$ cat src/stereo_flanger_macros.svh
// Assertion helpers for the flanger; clk and rst_n are taken from the using scope.
`ifndef STEREO_FLANGER_MACROS_SVH
`define STEREO_FLANGER_MACROS_SVH

// Consequent holds in the same cycle as the antecedent.
`define SFL_ASSERT_IMP(label, ante, cons, msg) \
    label: assert property (@(posedge clk) disable iff (!rst_n) (ante) |-> (cons)) \
        else $error(msg);

// Consequent holds in the cycle after the antecedent.
`define SFL_ASSERT_NEXT(label, ante, cons, msg) \
    label: assert property (@(posedge clk) disable iff (!rst_n) (ante) |=> (cons)) \
        else $error(msg);

`endif

$ cat src/sfl_pkg.sv
`timescale 1ns / 1ps

package sfl_pkg;

    // Fixed geometry of the delay store and sine table
    localparam int DELAY_DEPTH = 2048;
    localparam int CHANNELS    = 2;
    localparam int SINE_SIZE   = 256;
    localparam int QUARTER     = SINE_SIZE / 4;
    localparam int PTR_W       = $clog2(DELAY_DEPTH);
    localparam int CH_W        = $clog2(CHANNELS);
    localparam int ADDR_W      = PTR_W + CH_W;
    localparam int STORE_DEPTH = DELAY_DEPTH * CHANNELS;
    localparam int STORE_W     = 18;
    localparam int ROM_IDX_W   = $clog2(QUARTER + 1);

    // Register limits and gains
    localparam logic [18:0]        BASE_MAX   = 19'd524032;
    localparam logic [18:0]        DELAY_MAX  = 19'((DELAY_DEPTH - 1) * 256);
    localparam logic [15:0]        DEPTH_MAX  = 16'd32768;
    localparam logic signed [15:0] FB_MAX     = 16'sd31130;
    localparam logic signed [15:0] FB_MIN     = -16'sd31130;
    localparam logic [15:0]        GAIN_0707  = 16'd23167;
    localparam logic [15:0]        STEP_RST   = 16'd175;
    localparam logic [18:0]        BASE_RST   = 19'd36864;
    localparam logic [15:0]        DEPTH_RST  = 16'd22938;
    localparam logic signed [15:0] FB_RST     = 16'sd9830;

    typedef enum logic [1:0] {
        REG_LFO_STEP   = 2'd0,
        REG_BASE_DELAY = 2'd1,
        REG_DEPTH      = 2'd2,
        REG_FEEDBACK   = 2'd3
    } reg_idx_t;

    typedef struct packed {
        logic [15:0]        lfo_step;
        logic [18:0]        base_delay;
        logic [15:0]        depth;
        logic signed [15:0] feedback;
    } cfg_t;

    typedef enum logic [3:0] {
        ST_CLEAR, ST_IDLE, ST_LFO, ST_MUL1, ST_MUL2, ST_DLY, ST_RDA, ST_RDB,
        ST_INTERP, ST_DIFF, ST_MFB, ST_MY, ST_WR, ST_OUT
    } state_t;

    typedef enum logic [3:0] {
        OP_NONE, OP_CLEAR, OP_ACCEPT, OP_LFO, OP_MUL1, OP_MUL2, OP_DLY, OP_RDA,
        OP_RDB, OP_INTERP, OP_DIFF, OP_MFB, OP_MY, OP_WR
    } dp_op_t;

    typedef struct packed {
        dp_op_t op;
        logic   load_out;
    } cmd_t;

    typedef struct packed {
        logic clear_last;
    } status_t;

    typedef logic [15:0] sine_rom_t [0:QUARTER];

    // Quarter sine, Taylor series in Q30, evaluated at elaboration
    function automatic sine_rom_t build_sine_rom();
        sine_rom_t   rom;
        logic [63:0] x;
        logic [63:0] t;
        logic [63:0] sum;
        for (int k = 0; k <= QUARTER; k++) begin
            x   = (64'd1686629713 * 64'(k)) / 64'(QUARTER);
            t   = x;
            sum = x;
            for (int n = 1; n <= 7; n++) begin
                t = (((t * x) >> 30) * x) >> 30;
                t = t / 64'((2 * n) * (2 * n + 1));
                if ((n % 2) == 1)
                    sum = (sum > t) ? sum - t : 64'd0;
                else
                    sum = sum + t;
            end
            sum = (sum + 64'd16384) >> 15;
            rom[k] = (sum > 64'd32768) ? 16'd32768 : sum[15:0];
        end
        return rom;
    endfunction

    localparam sine_rom_t SINE_ROM = build_sine_rom();

endpackage

$ cat src/sfl_ctrl.sv
`timescale 1ns / 1ps

module sfl_ctrl
    import sfl_pkg::*;
(
    input  logic    clk,
    input  logic    rst_n,
    input  logic    in_valid,
    input  logic    out_stall,
    input  status_t status,
    output cmd_t    cmd,
    output logic    in_stall,
    output logic    out_valid
);

    state_t state_reg;
    state_t state_next;
    logic   out_valid_reg;
    logic   out_valid_next;

    // Next state and datapath command
    always_comb
    begin
        state_next   = state_reg;
        cmd.op       = OP_NONE;
        cmd.load_out = 1'b0;
        case (state_reg)
            ST_CLEAR:
            begin
                cmd.op = OP_CLEAR;
                if (status.clear_last)
                    state_next = ST_IDLE;
            end
            ST_IDLE:
            begin
                if (in_valid)
                begin
                    cmd.op     = OP_ACCEPT;
                    state_next = ST_LFO;
                end
            end
            ST_LFO:    begin cmd.op = OP_LFO;    state_next = ST_MUL1;   end
            ST_MUL1:   begin cmd.op = OP_MUL1;   state_next = ST_MUL2;   end
            ST_MUL2:   begin cmd.op = OP_MUL2;   state_next = ST_DLY;    end
            ST_DLY:    begin cmd.op = OP_DLY;    state_next = ST_RDA;    end
            ST_RDA:    begin cmd.op = OP_RDA;    state_next = ST_RDB;    end
            ST_RDB:    begin cmd.op = OP_RDB;    state_next = ST_INTERP; end
            ST_INTERP: begin cmd.op = OP_INTERP; state_next = ST_DIFF;   end
            ST_DIFF:   begin cmd.op = OP_DIFF;   state_next = ST_MFB;    end
            ST_MFB:    begin cmd.op = OP_MFB;    state_next = ST_MY;     end
            ST_MY:     begin cmd.op = OP_MY;     state_next = ST_WR;     end
            ST_WR:     begin cmd.op = OP_WR;     state_next = ST_OUT;    end
            ST_OUT:
            begin
                // Hold until the output register is free
                if (!out_valid_reg || !out_stall)
                begin
                    cmd.load_out = 1'b1;
                    state_next   = ST_IDLE;
                end
            end
            default:
            begin
                state_next = ST_IDLE;
            end
        endcase
    end

    // Track the output word
    always_comb
    begin
        if (cmd.load_out)
            out_valid_next = 1'b1;
        else if (out_valid_reg && !out_stall)
            out_valid_next = 1'b0;
        else
            out_valid_next = out_valid_reg;
    end

    always_ff @(posedge clk or negedge rst_n)
    begin
        if (!rst_n)
        begin
            state_reg     <= ST_CLEAR;
            out_valid_reg <= 1'b0;
        end
        else
        begin
            state_reg     <= state_next;
            out_valid_reg <= out_valid_next;
        end
    end

    assign in_stall  = (state_reg != ST_IDLE);
    assign out_valid = out_valid_reg;

endmodule

$ cat config.mk
export PLATFORM = sky130hd
export DESIGN_NAME = sfl_ctrl
export DESIGN_NICKNAME = d
export VERILOG_FILES = /design/src/stereo_flanger_macros.svh /design/src/sfl_pkg.sv /design/src/sfl_ctrl.sv
export SDC_FILE = /design/constraint.sdc
export NUM_CORES = 1
export LEC_CHECK = 0
export BUFFER_PORTS_ARGS = -buffer_cell sky130_fd_sc_hd__buf_4
export CAP_MARGIN = 0
export CORE_AREA = 4 4 41 43
export CTS_CLUSTER_SIZE = 20
export DETAILED_ROUTE_END_ITERATION = 6
export DIE_AREA = 0 0 45 47
export GPL_TIMING_DRIVEN = 0
export PLACE_DENSITY = 0.59
export SKIP_LAST_GASP = 1
export SLEW_MARGIN = 20
export SYNTH_ARGS = -nofsm -noshare
export SYNTH_HDL_FRONTEND = slang
export SYNTH_SLANG_ARGS = --single-unit
export TNS_END_PERCENT = 10
$ cat constraint.sdc
create_clock -name clk -period 1.5 [get_ports clk]
set_input_delay 0.075 -clock clk [delete_from_list [all_inputs] [get_ports clk]]
set_output_delay 0.075 -clock clk [all_outputs]
set_load 0.05 [all_outputs]
---- Word level (Yosys, flattened, before mapping) ----
Index checks and enable logic that the tools add are counted.
word-level totals
  bits in registers ....................... 5
  bits in latches ......................... 0
  memory bits (writable) .................. 0
  ROM bits ................................ 0
  input bits .............................. 5
  output and inout port bits .............. 7
  word-level logic and storage cells ...... 36
  memories ................................ 0
cells by class
  $add $sub $neg .......................... 0
  $mul .................................... 0
  divide/modulo/power cells ............... 0
  order comparisons ....................... 0
  equal/unequal tests ..................... 17
  shift operators ......................... 0
  muxes and demuxes ....................... 10
  bitwise gates (word level) .............. 0
  reduce and logical (&&, ||, !) cells .... 7
operators by type and width
  kind                                                              number
  4-bit case mux with 14 select lines                               1
  4-bit case mux with 13 select lines                               1
  4-bit == test (second input constant)                             6
  4-bit by 3-bit == test with 1-bit output (second input constant)  4
  4-bit two-way mux                                                 3
  4-bit by 2-bit == test with 1-bit output (second input constant)  2
  2-bit != test (second input constant)                             3
  4-bit by 1-bit == test with 1-bit output (second input constant)  1
  4-bit logical NOT                                                 1
  1-bit two-way mux                                                 4
  4-bit by 1-bit != test with 1-bit output (second input constant)  1
  3-bit AND reduction                                               1
  1-bit logical NOT                                                 2
  2-bit two-way mux                                                 1
  2-bit nonzero test                                                1
  1-bit logical AND                                                 1
  1-bit logical OR                                                  1

---- Depth between registers and ports, before layout ----
  depth after elaboration ................. 5
  depth in mapped cells ................... 4
  depth with buffers taken out ............ 3

---- Worst setup path after synthesis ----
OpenSTA, ideal clock, no wires.
  path type ............................... reg2out
  start ................................... reg state_reg[2]
  end ..................................... out cmd[3] (netlist name)
  data arrival time ....................... 1630 ps
  data required time ...................... 1425 ps
  slack ................................... -205 ps
  cell stages (with the launch flop) ...... 3
  buffers on the path ..................... 1
  path through ............................ dfrtp_1 -> buf_2 -> o21ai_0
RTL lines
  element                 RTL line        RTL
  start, declared         sfl_ctrl.sv:16  state_t state_reg;
  start signal, assigned  sfl_ctrl.sv:89  state_reg <= state_next;
  end, declared           sfl_ctrl.sv:11  output cmd_t cmd,

==> results.json <==
{
  "status": "finished with violations",
  "violations": "setup timing",
  "ioPinCount": 12,
  "portBuffers": 11,
  "r2r-end": "state_reg[0]$_DFFE_PN0P_",
  "fmaxAchievable_ghz": 0.662,
  "synthFlopType": "dfrtp_1",
  "fin_tns_setup_ps": -9.45,
  "grt_max_degree": 11,
  "final_net_count": 65,
  "vias_per_cell": 5.00,
  "hold_end": "out_valid$_DFFE_PN0P_",
  "synthArstFlopShare_pct": 100,
  "worstSetupEndpointType": "primary output",
  "fillers": 142,
  "synth_simple_gate_area_share_pct": 19.6,
  "max-slew-margin-rel_pct": 87.2,
  "ys_seq_area_share_pct": 36.2,
  "cts_sinks": 5,
  "critPathMaxFanout": 2,
  "cts_tree": "yes",
  "synth_compound_area_share_pct": 31.2,
  "max_cap_viol_count": 0,
  "synth_top_family_by_area": "compound AO/OA/AOI/OAI gates",
  "cp.arrival_ps": 1430,
  "layout_setup_ws_ps": -9.45,
  "yosys_warnings": 0,
  "worst-path-buf-inv": 2,
  "reg2reg_depth": 3,
  "min_period_ps": 1510,
  "routedWlPerCell_microns": 12.2,
  "path_class": "register to primary output",
  "layout-drive-gt1-share_pct": 45.8,
  "grt_first_pass_wirelength_mm": 1.48,
  "vias": 370,
  "cp.required_ps": 1420,
  "rsz0062_at_grt": "yes",
  "fin_crit_sh_pct": 101,
  "whs_path_depth": 3,
  "drv_slew": 0,
  "startpoint_type": "register",
  "syn-num-nets": 46,
  "diodes": 0,
  "clockBufferDepth": 2,
  "synthMuxAreaShare_pct": 3.26,
  "worst_pin_slew_ps": 192,
  "worst_hold_startpoint": "out_stall",
  "grt.total_usage_pct": 9.77,
  "reg2reg_from": "state_reg[0]$_DFFE_PN0P_",
  "cp_slowest_cell": "dfrtp_1",
  "cts_buffers": 3,
  "finalSetupViolations": 1,
  "postSynthCellCount": 41,
  "ant_nets": 0,
  "cts-root-buf": "clkbuf_4",
  "synth.area.top_cells": "dfrtp_1 (36%), o221a_2 (9.8%), nand2_1 (7.6%)",
  "whs_ps": 84.8,
  "multiInputGateArea_sq_um": 191,
  "cp_top_family": "compound AO/OA/AOI/OAI gates",
  "hp-class": "input port to register",
  "drc": 0,
  "synthAdderAreaFrac_pct": 0,
  "dieWidth_microns": 45,
  "synth_top_area_share_pct": 36.2,
  "hpwl_microns": 622,
  "synth_xor_xnor_area_share_pct": 0,
  "fp.dieH_microns": 47,
  "skew_ps": 1.71,
  "syn_avg_cell_area_sq_um": 8.42,
  "slowest_delay_ps": 370,
  "regArea_sq_um": 126,
  "ff2ff_setup_slack_ps": 220,
  "synth_edf_count": 0,
  "clk_latency_ps": 240,
  "clk_pin_slew_ps": 40,
  "syn2layout_area_growth_pct": 58.0,
  "rows": 13,
  "first_global_vias": 346,
  "ys_ff_latch": 5,
  "drtIter0Drc": 6,
  "syn_area_sq_um": 345,
  "wl_microns": 906,
  "drt_pass1_iterations": 2,
  "htreeDepth": 1,
  "core_area_sq_um": 1300,
  "initial_core_util_pct": 26.5,
  "largest_reg_flops": 4,
  "crit_chain": "buf_4 > o31a_1 > o221a_2 > buf_8",
  "hold_violations": 0,
  "gp_congestion": 0.659,
  "antenna_found_initial": 0,
  "dieArea_sq_um": 2120,
  "grt_overflow": 0,
  "yosysUniqueCellTypes": 18,
  "yosys.area.top_type": "dfrtp_1"
}
==> cell families after synthesis <==
group | after synthesis
compound gates | 15
flops | 5
mux | 1
buf+inv | 7
simple gates | 13
==> stage by stage <==
step	cells	cell area [sq um]	util [%]	setup slack [ps]
finish	74	546	41.9	-9.45
global route	74	546	41.9	-61.1
CTS	73	510	39.2	-49.2
detailed placement	67	447	34.3	110
global placement	67	447	34.3	126
floorplan	41	345	-	12.2
==> cells in the mapped netlist (2+ instances only) <==
cell	count
a31oi_1	3
o21ai_0	3
nand4b_1	2
inv_1	2
a21oi_1	3
buf_2	3
or3_1	2
o221a_2	3
nand2_1	7
dfrtp_1	5
==> worst max path at each step <==
stage / startpoint / to / slack, ps / cells past startpoint
global placement: state_reg[2]$_DFFE_PN0P_ / cmd[2] / 130 / 4
detailed placement: state_reg[2]$_DFFE_PN0P_ / cmd[2] / 110 / 4
CTS: state_reg[3]$_DFFE_PN0P_ / cmd[4] / -50 / 4
floorplan: state_reg[2]$_DFFE_PN0P_ / cmd[1] / 10 / 2
finish: state_reg[3]$_DFFE_PN0P_ / cmd[2] / -9 / 4
global route: state_reg[3]$_DFFE_PN0P_ / cmd[4] / -60 / 4
==> routing by layer <==
| layer | up-vias | part of all wire [%] | GRT usage (%) |
|---|---|---|---|
| met5 | - | 0 | 0 |
| met4 | 0 | 2.9 | 7.02 |
| met3 | 2 | 3.0 | 1.15 |
| met2 | 7 | 51 | 16.7 |
| met1 | 173 | 43 | 11.3 |
| li1 | 188 | - | - |
==> cell usage in the layout, fill, tap and decap left out, types with 2 or more instances in the layout <==
master and count:
nand4b_1 2, buf_4 12, inv_1 2, buf_8 2
clkbuf_4 3, o21ai_0 2, buf_6 4, a31oi_1 3
a21oi_1 3, dfrtp_1 4, nand2_1 7, o221a_2 3
==> repair_timing <==
item / CTS / global route
endpoints found under the setup margin: 4 / 4
hold buffers: 1 / 0
setup buffers: 1 / 1
endpoints found under the hold margin: 5 / 0
pin swaps: 2 / 1
resized for setup: 7 / 10
==> tightest hold or removal path, stage by stage <==
cell     delay [ps]
buf_4            80
nand2_1          70
nand2_1          70
==> layout make-up <==
cell class / count / area share, %
multi-input combinational: 29 / 35.1
timing repair buffer: 14 / 23.9
sequential: 5 / 23.2
buffer: 5 / 8.26
clock buffer: 4 / 4.82
tap: 15 / 3.44
inverter: 2 / 1.38
Power is left out: the tool's default activity adds up to more than one toggle a clock period on the data nets, which glitch-free logic cannot reach.
