--- src/stereo_flanger_macros.svh ---
// Assertion helpers for the flanger; clk and rst_n are taken from the using scope.
`ifndef STEREO_FLANGER_MACROS_SVH
`define STEREO_FLANGER_MACROS_SVH

// Consequent holds in the same cycle as the antecedent.
`define SFL_ASSERT_IMP(label, ante, cons, msg) \
    label: assert property (@(posedge clk) disable iff (!rst_n) (ante) |-> (cons)) \
        else $error(msg);

// Consequent holds in the cycle after the antecedent.
`define SFL_ASSERT_NEXT(label, ante, cons, msg) \
    label: assert property (@(posedge clk) disable iff (!rst_n) (ante) |=> (cons)) \
        else $error(msg);

`endif

--- src/sfl_pkg.sv ---
`timescale 1ns / 1ps

package sfl_pkg;

    // Fixed geometry of the delay store and sine table
    localparam int DELAY_DEPTH = 2048;
    localparam int CHANNELS    = 2;
    localparam int SINE_SIZE   = 256;
    localparam int QUARTER     = SINE_SIZE / 4;
    localparam int PTR_W       = $clog2(DELAY_DEPTH);
    localparam int CH_W        = $clog2(CHANNELS);
    localparam int ADDR_W      = PTR_W + CH_W;
    localparam int STORE_DEPTH = DELAY_DEPTH * CHANNELS;
    localparam int STORE_W     = 18;
    localparam int ROM_IDX_W   = $clog2(QUARTER + 1);

    // Register limits and gains
    localparam logic [18:0]        BASE_MAX   = 19'd524032;
    localparam logic [18:0]        DELAY_MAX  = 19'((DELAY_DEPTH - 1) * 256);
    localparam logic [15:0]        DEPTH_MAX  = 16'd32768;
    localparam logic signed [15:0] FB_MAX     = 16'sd31130;
    localparam logic signed [15:0] FB_MIN     = -16'sd31130;
    localparam logic [15:0]        GAIN_0707  = 16'd23167;
    localparam logic [15:0]        STEP_RST   = 16'd175;
    localparam logic [18:0]        BASE_RST   = 19'd36864;
    localparam logic [15:0]        DEPTH_RST  = 16'd22938;
    localparam logic signed [15:0] FB_RST     = 16'sd9830;

    typedef enum logic [1:0] {
        REG_LFO_STEP   = 2'd0,
        REG_BASE_DELAY = 2'd1,
        REG_DEPTH      = 2'd2,
        REG_FEEDBACK   = 2'd3
    } reg_idx_t;

    typedef struct packed {
        logic [15:0]        lfo_step;
        logic [18:0]        base_delay;
        logic [15:0]        depth;
        logic signed [15:0] feedback;
    } cfg_t;

    typedef enum logic [3:0] {
        ST_CLEAR, ST_IDLE, ST_LFO, ST_MUL1, ST_MUL2, ST_DLY, ST_RDA, ST_RDB,
        ST_INTERP, ST_DIFF, ST_MFB, ST_MY, ST_WR, ST_OUT
    } state_t;

    typedef enum logic [3:0] {
        OP_NONE, OP_CLEAR, OP_ACCEPT, OP_LFO, OP_MUL1, OP_MUL2, OP_DLY, OP_RDA,
        OP_RDB, OP_INTERP, OP_DIFF, OP_MFB, OP_MY, OP_WR
    } dp_op_t;

    typedef struct packed {
        dp_op_t op;
        logic   load_out;
    } cmd_t;

    typedef struct packed {
        logic clear_last;
    } status_t;

    typedef logic [15:0] sine_rom_t [0:QUARTER];

    // Quarter sine, Taylor series in Q30, evaluated at elaboration
    function automatic sine_rom_t build_sine_rom();
        sine_rom_t   rom;
        logic [63:0] x;
        logic [63:0] t;
        logic [63:0] sum;
        for (int k = 0; k <= QUARTER; k++) begin
            x   = (64'd1686629713 * 64'(k)) / 64'(QUARTER);
            t   = x;
            sum = x;
            for (int n = 1; n <= 7; n++) begin
                t = (((t * x) >> 30) * x) >> 30;
                t = t / 64'((2 * n) * (2 * n + 1));
                if ((n % 2) == 1)
                    sum = (sum > t) ? sum - t : 64'd0;
                else
                    sum = sum + t;
            end
            sum = (sum + 64'd16384) >> 15;
            rom[k] = (sum > 64'd32768) ? 16'd32768 : sum[15:0];
        end
        return rom;
    endfunction

    localparam sine_rom_t SINE_ROM = build_sine_rom();

endpackage

--- src/sfl_regs.sv ---
`timescale 1ns / 1ps

module sfl_regs
    import sfl_pkg::*;
(
    input  logic        clk,
    input  logic        rst_n,
    input  logic        wr_en,
    input  logic [1:0]  wr_index,
    input  logic [31:0] wr_data,
    output cfg_t        cfg
);

    cfg_t cfg_reg;
    cfg_t cfg_next;

    // Clamp each write to its legal range
    always_comb
    begin
        cfg_next = cfg_reg;
        if (wr_en)
        begin
            case (reg_idx_t'(wr_index))
                REG_LFO_STEP:
                begin
                    cfg_next.lfo_step = (wr_data[15:0] == 16'd0) ? 16'd1 : wr_data[15:0];
                end
                REG_BASE_DELAY:
                begin
                    cfg_next.base_delay = (wr_data[18:0] > BASE_MAX) ? BASE_MAX
                                                                     : wr_data[18:0];
                end
                REG_DEPTH:
                begin
                    cfg_next.depth = (wr_data[15:0] > DEPTH_MAX) ? DEPTH_MAX : wr_data[15:0];
                end
                REG_FEEDBACK:
                begin
                    if ($signed(wr_data[15:0]) > FB_MAX)
                        cfg_next.feedback = FB_MAX;
                    else if ($signed(wr_data[15:0]) < FB_MIN)
                        cfg_next.feedback = FB_MIN;
                    else
                        cfg_next.feedback = $signed(wr_data[15:0]);
                end
                default:
                begin
                    cfg_next = cfg_reg;
                end
            endcase
        end
    end

    always_ff @(posedge clk or negedge rst_n)
    begin
        if (!rst_n)
        begin
            cfg_reg.lfo_step   <= STEP_RST;
            cfg_reg.base_delay <= BASE_RST;
            cfg_reg.depth      <= DEPTH_RST;
            cfg_reg.feedback   <= FB_RST;
        end
        else
        begin
            cfg_reg <= cfg_next;
        end
    end

    assign cfg = cfg_reg;

endmodule

--- config.mk ---
export PLATFORM = sky130hd
export DESIGN_NAME = sfl_regs
export DESIGN_NICKNAME = d
export VERILOG_FILES = /design/src/stereo_flanger_macros.svh /design/src/sfl_pkg.sv /design/src/sfl_regs.sv
export SDC_FILE = /design/constraint.sdc
export NUM_CORES = 1
export LEC_CHECK = 0
export ABC_CLOCK_PERIOD_IN_PS = 1070
export BUFFER_PORTS_ARGS = -buffer_cell sky130_fd_sc_hd__buf_2
export CORE_ASPECT_RATIO = 0.9
export CORE_MARGIN = 2
export CORE_UTILIZATION = 51
export CTS_BUF_LIST = sky130_fd_sc_hd__clkbuf_4 sky130_fd_sc_hd__clkbuf_8
export DETAILED_ROUTE_END_ITERATION = 10
export HOLD_SLACK_MARGIN = 0.05
export PLACE_DENSITY = 0.82
export SLEW_MARGIN = 20
export SYNTH_ARGS = -nofsm -noshare
export SYNTH_HDL_FRONTEND = slang
export SYNTH_SLANG_ARGS = --single-unit
--- constraint.sdc ---
create_clock -name clk -period 1.07 [get_ports clk]
set_clock_uncertainty 0.1 [all_clocks]
set_input_delay 0.214 -clock clk [delete_from_list [all_inputs] [get_ports clk]]
set_output_delay 0.214 -clock clk [all_outputs]
set_load 0.02 [all_outputs]
* Word-level counts from Yosys, hierarchy flattened
Cells that the tools add are included.
** Word-level totals
- Register bits :: 67
- Output and inout port bits :: 67
- Bits of input ports :: 37
- Logic and storage cells :: 22
** Cells by class
- Reduce and logical (&&, ||, !) cells :: 6
- Muxes and demuxes :: 5
- $lt $le $gt $ge :: 4
- Equality and inequality tests :: 3
** Operators by type and width (count)
- $mux 16 :: 4
- $gt 16x16->1 const B :: 2
- $gt 19x19->1 const B :: 1
- $mux 19 :: 1
- $logic_not 16->1 :: 1
- $lt 16x16->1 const B :: 1
- $reduce_and 2->1 :: 4
- $eq 2x2->1 const B :: 2
- $eq 2x1->1 const B :: 1
- $logic_not 2->1 :: 1

* Logic depth before layout (Yosys ltp)
Gate-level depths: netlist of run 1.
- Depth after elaboration :: 3
- Mapped depth :: 9
- Gate-level depth less buffers :: 8

* Worst setup path before layout of run 1
No wires, ideal clock.
- Kind :: input -> register
- Start point :: input port wr_data[1]
- End point :: register cfg_reg, in the netlist cfg[11]
- Buffers on the path :: 1
- Stages on the path :: 9
- Data arrival time :: 1441 ps
- Setup time :: 65 ps
- Slack :: -537 ps
- Required time :: 905 ps
- Cell sequence :: a211o_1 nand3_1 nand3_1 nand2_1 ha_1 clkbuf_1 nor3b_1 a21oi_1 nand2_1
** Between the ends
- Longest elaborated chain between the ends :: 3
- Elaborated cells on any way between the ends :: 4
- Those cells by class :: 2 x order compare; 2 x mux
** Ends and longest elaborated chain
- start, declared :: RTL line sfl_regs.sv:10 : input logic [31:0] wr_data,
- $lt 16x16->1 :: RTL line sfl_regs.sv:41 : else if ($signed(wr_data[15:0]) < FB_MIN)
- $mux 16 :: RTL line sfl_regs.sv:41
- $mux 16 (*) :: RTL line sfl_regs.sv:39 : if ($signed(wr_data[15:0]) > FB_MAX)
- end signal, assigned :: RTL line sfl_regs.sv:65 : cfg_reg <= cfg_next;
- end, declared :: RTL line sfl_regs.sv:14 : cfg_t cfg_reg;
Mark *: on every way between the ends. The rest lies on a longest branch, timed or not.
A chain may end at the register's enable or synchronous reset.

* Worst setup path after layout of run 1
- Start point :: input port wr_data[12]
- End point :: register cfg_reg, in the netlist cfg[3]
The elaborated chain is that of the path after synthesis.

==> results.md, run 1 <==
- The floorplan step set the die width to 84.3 µm.
- Once routing completed, OpenROAD measured the worst setup slack at -0.373 ns.
- The top-level I/O count is 104.
- The final critical path time including I/O delays and setup is 1.44 ns.
- After synthesis the netlist holds a flip-flop and latch count of 67.
- The number of warnings issued by yosys is 0.
- On the critical path, the stage with the largest delay is an instance of nor4_4.
- Counting every instance in the synthesized netlist gives 256.
- The share of synthesized flip-flops with an asynchronous set or reset is 100%.
- In this run the worst path has a maximum fanout of 15.
- The post-synth net total is 294.
- Input and output buffers added on the ports amount to 90.
- The number of sinks driven by the clock tree is 67.
- Once the floorplan was initialized, standard cells occupied 52.6% of the core.
- The flow ran to the end, but the final reports show violations.
- The number of remaining DRC errors is 0.
- The data arrival time of the critical path is 1.64 ns.
- The cell area after layout is 0.00516 mm².
- The required time at the worst-slack endpoint is 1.27 ns.
- The dominant synthesized flop cell is dfrtp_1.
- Of the cells placed in the final design, the portion with a size suffix greater than 1 is 64.7%.
- The worst min-delay path class is input pin to asynchronous set/reset pin.
- In the routed layout, each cell is associated on average with a via count of 6.22.
- The total iterations of the first detailed-routing run is 5.
- The floorplan has 26 rows.
- The highest ir drop seen on vdd is 0.00147 V.
- The final-report max-slew violation count is 0.
- In this run the vertical extent of the chip is 76.3 µm.
- The final reports fail on negative setup slack.
- The detailed-route wire length per cell is 26.0 µm.
- The residual antenna-violating net count after detailed routing is 0.
- STA classifies the critical path endpoint as a flop.
- The initial antenna violation count is 1.
- For the worst-skew pair, the clock arrives at the later sink with an insertion delay of 0.35 ns.
- Yosys mapped a number of flops with a built-in enable equal to 0.
- The largest buffer count on any clock path is 2.
- Compared with the post-synthesis result, the final layout area differs by 74.5%.
- For this run, the slowest stage of the critical path takes 0.35 ns.
- Buffers inserted during clock tree synthesis total 9.
- The relative slew slack is 79.2%.
- The sequential share of the synthesized area is 57.6%.
- The combined global-route utilization of all metal layers is 34.8%.
- In this run, the number of DRC markers left after iteration 0 of detailed routing was 369.
- The setup TNS is -19.92 ns.
- For this design the ratio of total power to cell area is 1710 mW/mm².
- The total leakage power is 2.50 nW.
- Traced cell by cell, the critical path runs through buf_8 -> nor4_4 -> nand3_1 -> nand2_2 -> ha_4 -> nor3b_2 -> a21oi_1 -> nand2_1.
- The total number of H-tree levels is 3.
- Entering global routing, the biggest net connects 35 pins.
- Summing over every cut layer, the via total after detailed routing is 3,249.
- Routability-driven placement finished with a final weighted congestion of 0.778.
- The placement-stage cell area is 0.00392 mm².
- The cell area after technology mapping is 0.00296 mm².
- The number of setup violations in the final report is 107.
- Detailed placement finished with a half-perimeter wire length of 5650 µm.
- The proportion of netlist area held by the largest area contributor is 37.2%.
- The clock tree root driver cell is clkbuf_8.
- Yosys attributes the largest share of cell area to dfrtp_1, dfstp_2, mux2_2, nand2_1, a21oi_2.
- The worst setup path is launched from an input pin.
- The register with the most flip-flops in the layout has 67 of them.
- TritonCTS built the clock tree.
- The most common cell after layout, fill and taps aside is buf_6.
- Setup repair after global routing could not meet its margin everywhere.
- The final worst-path cycle share is 135%.
- The floorplan step defined a core boundary enclosing 0.00563 mm².
- Each instance of the synthesized netlist takes up on average 11.6 µm².
- After the last flow step, the layout net total stands at 484.
- The top cell types in the final layout, fill and taps aside, are buf_6, buf_4, nand2_1.
- The count of final hold-check violations is 0.
- The number of global-route vias before repair was 3,165.
- The critical path in this run is classified as input pin to flop.
- The maximum frequency from static timing analysis is 693 MHz.
- The die area is 0.00643 mm².
- The global-route wire length before repair is 17,000 µm.
- After synthesis, the netlist uses 37 different library cells.
- The post-route total power is 0.00882 W.
- The library cell with the largest summed area after synthesis is dfrtp_1.
- The number of maximum-capacitance constraint violations is 0.
- The final wirelength is 13,600 µm.
- For the pin with the worst max-slew slack, the measured transition is 0.311 ns.
- The clock-pin slew on the worst setup and hold paths is 0.08 ns.
- The remaining global-route overflow is 0.
path summary, 6_finish.rpt:
kind	end	start	slack (ns)	cells past startpoint
max	cfg[3]	wr_data[12]	-0.37	8
min	cfg[60]	rst_n	0.13	2
max reg2reg	cfg[60]	cfg[60]	-0.08	3
min reg2reg	cfg[6]	cfg[6]	0.39	2
max in group asynchronous	cfg[2]	rst_n	0.23	3
min in group clk	cfg[43]	wr_data[11]	0.15	3
metal layers:
metal	up-vias	GRT usage [%]	share of wire (%)
met2	304	57.5	49
met1	1575	42.7	34
met4	0	14.4	6.2
met3	92	10.2	11
li1	1278	-	-
met5	-	0	0
metrics by stage:
stage                     std cells  util [%]  hold slack (ns)  worst slack, ns
after floorplan                 256         -           -0.182           -0.421
after global placement          442      69.7          -0.0376           -0.598
after detailed placement        442      69.7          -0.0373           -0.701
after CTS                       496      87.1            0.128           -0.279
after global routing            522      91.8            0.121           -0.415
final                           522      91.8            0.129           -0.373
worst max-delay path, delay by kind of cell:
| family | cells | cell delay (ns) |
|---|---|---|
| AOI/OAI and AO/OA | 1 | 0.08 |
| buffers and inverters | 1 | 0.11 |
| and+or+nand+nor | 5 | 0.97 |
| adders and majority gates | 1 | 0.27 |
where the power goes:
group          internal [W]  switching (W)
registers           0.00308       0.000411
logic               0.00173        0.00154
clock network       0.00101        0.00105
layout make-up:
type | count | area [µm²]
diodes | 1 | 2.50
clock buffers | 13 | 166
clock inverters | 3 | 15.0
fillers | 169 | 463
inverters | 3 | 11.3
multi-input cells | 175 | 1390
flip-flops and latches | 67 | 1710
well taps | 70 | 87.6
repair buffers | 190 | 1790
kinds of logic after synthesis:
kind of cell	Yosys count	synth area share, %
buffers and inverters	16	2.92
adder cells (fa/ha/maj)	1	0.423
multiplexers	31	11.5
AND/OR/NAND/NOR	93	16.7
flip-flops	67	57.6
AO/OA/AOI/OAI	48	10.8
timing repair:
action | in CTS | in global routing
gates resized for setup | 164 | 20
endpoints found under the setup margin | 105 | 112
buffers inserted | 33 | 26
hold buffers | 4 | 0
cloned | 2 | 0
hold endpoints to repair | 50 | 0
pin swaps | 16 | 8
cell usage after synthesis (2+ instances only):
| library cell | instances |
|---|---|
| nand2_1 | 52 |
| dfrtp_1 | 44 |
| mux2_2 | 25 |
| dfstp_2 | 23 |
| a21oi_1 | 14 |
| nor2_1 | 11 |
| a21oi_2 | 10 |
| nor3b_1 | 8 |
| o21ai_0 | 8 |
| mux2i_1 | 6 |
| a21boi_0 | 5 |
| buf_2 | 5 |
| clkbuf_1 | 4 |
| nand3_1 | 4 |
| nand4_1 | 4 |
| nor3_1 | 4 |
| inv_1 | 3 |
| o211ai_1 | 3 |
| buf_6 | 2 |
| nor4_2 | 2 |
| nor4_4 | 2 |
| o31ai_1 | 2 |
No activity file was read; power rests on OpenSTA's default activity.
==> inputs of run 2 (changes only) <==
--- a/config.mk
+++ b/config.mk
@@ -9,11 +9,11 @@
 export BUFFER_PORTS_ARGS = -buffer_cell sky130_fd_sc_hd__buf_2
 export CORE_ASPECT_RATIO = 0.9
 export CORE_MARGIN = 2
-export CORE_UTILIZATION = 51
+export CORE_UTILIZATION = 34
 export CTS_BUF_LIST = sky130_fd_sc_hd__clkbuf_4 sky130_fd_sc_hd__clkbuf_8
 export DETAILED_ROUTE_END_ITERATION = 10
 export HOLD_SLACK_MARGIN = 0.05
-export PLACE_DENSITY = 0.82
+export PLACE_DENSITY = 0.59
 export SLEW_MARGIN = 20
 export SYNTH_ARGS = -nofsm -noshare
 export SYNTH_HDL_FRONTEND = slang
==> run 2 against run 1 <==
  * Design area down 1.9%
  * Register-to-register slack better by 0.05 ns
  * Worst setup slack better by 0.062 ns
  * Critical path depth up 1
  * Flip-flop and latch count unchanged
  * Highest routed layer unchanged
  * Sequential power down 2%
  * Utilization down 32 points
  * Count of clock-buffer cells in the layout down 2
  * Sequential share of layout area up 0.64 points
  * The run still ends with negative setup slack left
  * Combinational power down 11%
  * Global-route usage down 15 points
==> results.md, run 2 (synthesis results as in run 1) <==
- Counting the fill cells in the layout gives 693.
- The end of the worst register-to-register path is cfg[61].
- The number of global-route vias before repair is 2,610.
- In this run the cell area measured after placement is 0.00398 mm².
- After layout, the worst path uses 129% of the clock period.
- The overall die height is 92.5 µm.
- The destination of the worst hold path is cfg[16].
- The congestion estimate from routability-driven global placement came to 0.731.
- Of all nets on the critical path, the largest fanout is 6.
- The count of final hold-check violations is 0.
- Across the whole layout, storage elements account for 0.00171 mm².
- The count of nets left with antenna violations once routing finished came out at 0.
- The number of port buffers is 90.
- The count of routing violations after the opening detailed-route iteration is 140.
- For the pin with the worst max-slew slack, the measured transition is 0.342 ns.
- Setup repair after global routing could not meet its margin everywhere.
- After floorplanning, the core was divided into 32 placement rows.
- TritonCTS built the clock tree.
- The initial antenna violation count came to 0.
- The setup slack of the most critical reg-to-reg path is -0.03 ns.
- The cell with the largest stage delay on the worst path is nor4_4.
- The endpoint kind of the worst setup timing path is a flop.
- The clock passes through at most 2 buffers.
- The clock-pin slew on the worst setup and hold paths is 0.07 ns.
- The most frequent cell on the critical path is buf_4.
- STA classifies the critical path startpoint as an input pin.
- IR analysis of the VDD net gives a maximum drop of 0.000594 V.
- The final-report max-slew violation count is 0.
- The top-level I/O count is 104.
- The total leakage power is 2.36 nW.
- The startpoint identified for the worst hold timing path is wr_data[0].
- For this run, the detailed router's first-pass iteration total came to 4.
- Counting instances, the worst hold path has a depth of 3.
- The number of clock buffers added by TritonCTS is 9.
- The remaining global-route overflow is 0.
- The tightest min-delay check is of the input pin to flop type.
- CTS built an H-tree with a depth of 3.
- The placed instance count is 492.
- The flip-flop count of the largest register, all copies and words added is 67.
- At the worst endpoint, the required time is 1.25 ns.
- The critical path class is input pin to flop.
- The number of remaining DRC errors is 0.
- Compared with the post-synthesis result, the final layout area differs by 71.2%.
- The relative slew slack is 77.2%.
- The combined global-route utilization of all metal layers is 19.7%.
- The critical path runs through a total of 9 cells.
- The global-route wire length before repair is 14,100 µm.
- The repair_antennas step left the layout with diodes totalling 0.
- Based on the critical path, the design can be clocked at up to 724 MHz.
- The largest stage delay on the critical path is 0.25 ns.
- The number of standard cells in the final layout excluding fillers is 548.
- The post-placement worst setup slack is -0.749 ns.
- The area used by multi-input combinational logic is 0.00138 mm².
- After layout, the minimum clock period comes to 1.38 ns.
- With fillers left out, the area of the finished cells amounts to 0.00507 mm².
- Cells with a size suffix above 1 make up 63.2% of the layout.
- The final reports fail on negative setup slack.
- Walking the worst path, the cells encountered are buf_8 -> nor4_4 -> buf_4 -> a21oi_2 -> nand2_2 -> ha_4 -> buf_4 -> nor3_2 -> a22o_1.
- The kind of cell adding the most delay to the critical path is simple AND/OR/NAND/NOR gates.
- Max-cap violations in this run came to 0.
- The clock net in this run drives a total of 67 sinks.
- The number of cells traversed by the worst register-to-register path is 3.
- The final wirelength is 9100 µm.
- The total power per unit cell area is 1680 mW/mm².
- The pin count of the biggest net entering global routing is 66.
- Data on the critical path arrives at its endpoint at 1.56 ns.
- Summing internal, switching and leakage power gives 0.00853 W.
- Setup violations remaining at the end of the flow were counted as 104.
- For this configuration, the core starts out at a cell density of 34.7%.
- In this run the critical register-to-register path is launched from cfg[61].
- The buffers plus inverters on the worst setup path is 3.
- The die is 102 µm wide.
- The final worst setup slack is -0.311 ns.
- Leaving out fill and tap cells, the most frequent cells in the layout are buf_6, buf_4, nand2_1.
- The die covers 0.00947 mm².
- The library cell used most frequently in the layout, excluding fill and tap cells, is buf_6.
- The region available for standard cell placement spans 0.00853 mm².
- Detailed placement finished with a half-perimeter wire length of 5860 µm.
- Clock latency on the worst-skew pair, taken at its later pin, is 0.34 ns.
- The flow ran to the end, but the final reports show violations.
- The final route contains 2,600 vias.
- The net count of the finished layout is 462.
- The detailed-route wire length per cell is 16.6 µm.
- The cell sitting at the root of the clock tree is a clkbuf_8.
- The per-cell via count in the routed design is 4.74.
-- run 2: cell count changes in the layout (fill, tap and decap cells not counted), sizes merged --
cell | before | now
buf | 185 | 164
clkbuf | 14 | 11
clkinv | 3 | 1
clkinvlp | 0 | 3
bufinv | 0 | 1
diode | 1 | 0
-- run 2: what timing repair did --
| item | in CTS | in global routing |
|---|---|---|
| setup buffers | 23 | 13 |
| endpoints found under the setup margin | 103 | 105 |
| endpoints found under the hold margin | 47 | 0 |
| hold buffers | 4 | 0 |
| resized for setup | 165 | 18 |
| pin swaps | 21 | 11 |
| cloned | 2 | 0 |
-- run 2: final cells by class --
class | instances | area share [%]
Sequential cell | 67 | 33.7
Inverter | 3 | 0.222
Multi-Input combinational cell | 175 | 27.3
Clock inverter | 5 | 1.21
Timing Repair Buffer | 168 | 31.7
Tap cell | 119 | 2.94
Clock buffer | 11 | 2.99
-- run 2: report_power, final --
group	switching (W)	internal, W	leakage (nW)	total (W)
clock network	0.000997	0.00121	0.0978	0.00220
registers	0.000342	0.00308	0.779	0.00342
logic	0.00130	0.00160	1.48	0.00290
-- run 2: worst min-delay path: stages --
cell and delay [ns]:
buf_2 0.14, nand2_1 0.08, a21oi_2 0.05
-- run 2: worst max path at each step --
stage,from,slack (ns),to
6_report,wr_data[11],-0.31,cfg[0]
5_1_grt,wr_data[11],-0.37,cfg[13]
4_1_cts,wr_data[11],-0.28,cfg[4]
3_5_place_dp,wr_data[12],-0.75,cfg[14]
3_3_place_gp,wr_data[12],-0.69,cfg[3]
2_1_floorplan,wr_data[1],-0.42,cfg[11]
-- run 2: metal layers --
| metal | up-vias | GRT usage [%] | part of all wire (%) |
|---|---|---|---|
| met5 | - | 0 | 0 |
| met3 | 6 | 5.06 | 5.7 |
| met1 | 1281 | 28.2 | 47 |
| met4 | 0 | 5.33 | 0.91 |
| li1 | 1229 | - | - |
| met2 | 84 | 29.8 | 46 |
-- run 2: per-stage QoR --
step	TNS (ns)	hold slack (ns)	util, %
final	-17.94	0.0782	59.4
after global routing	-21.84	0.0705	59.4
after detailed placement	-27.14	-0.0760	46.7
after CTS	-17.29	0.0637	57.8
after floorplan	-11.08	-0.182	-
after global placement	-26.36	-0.0774	46.7
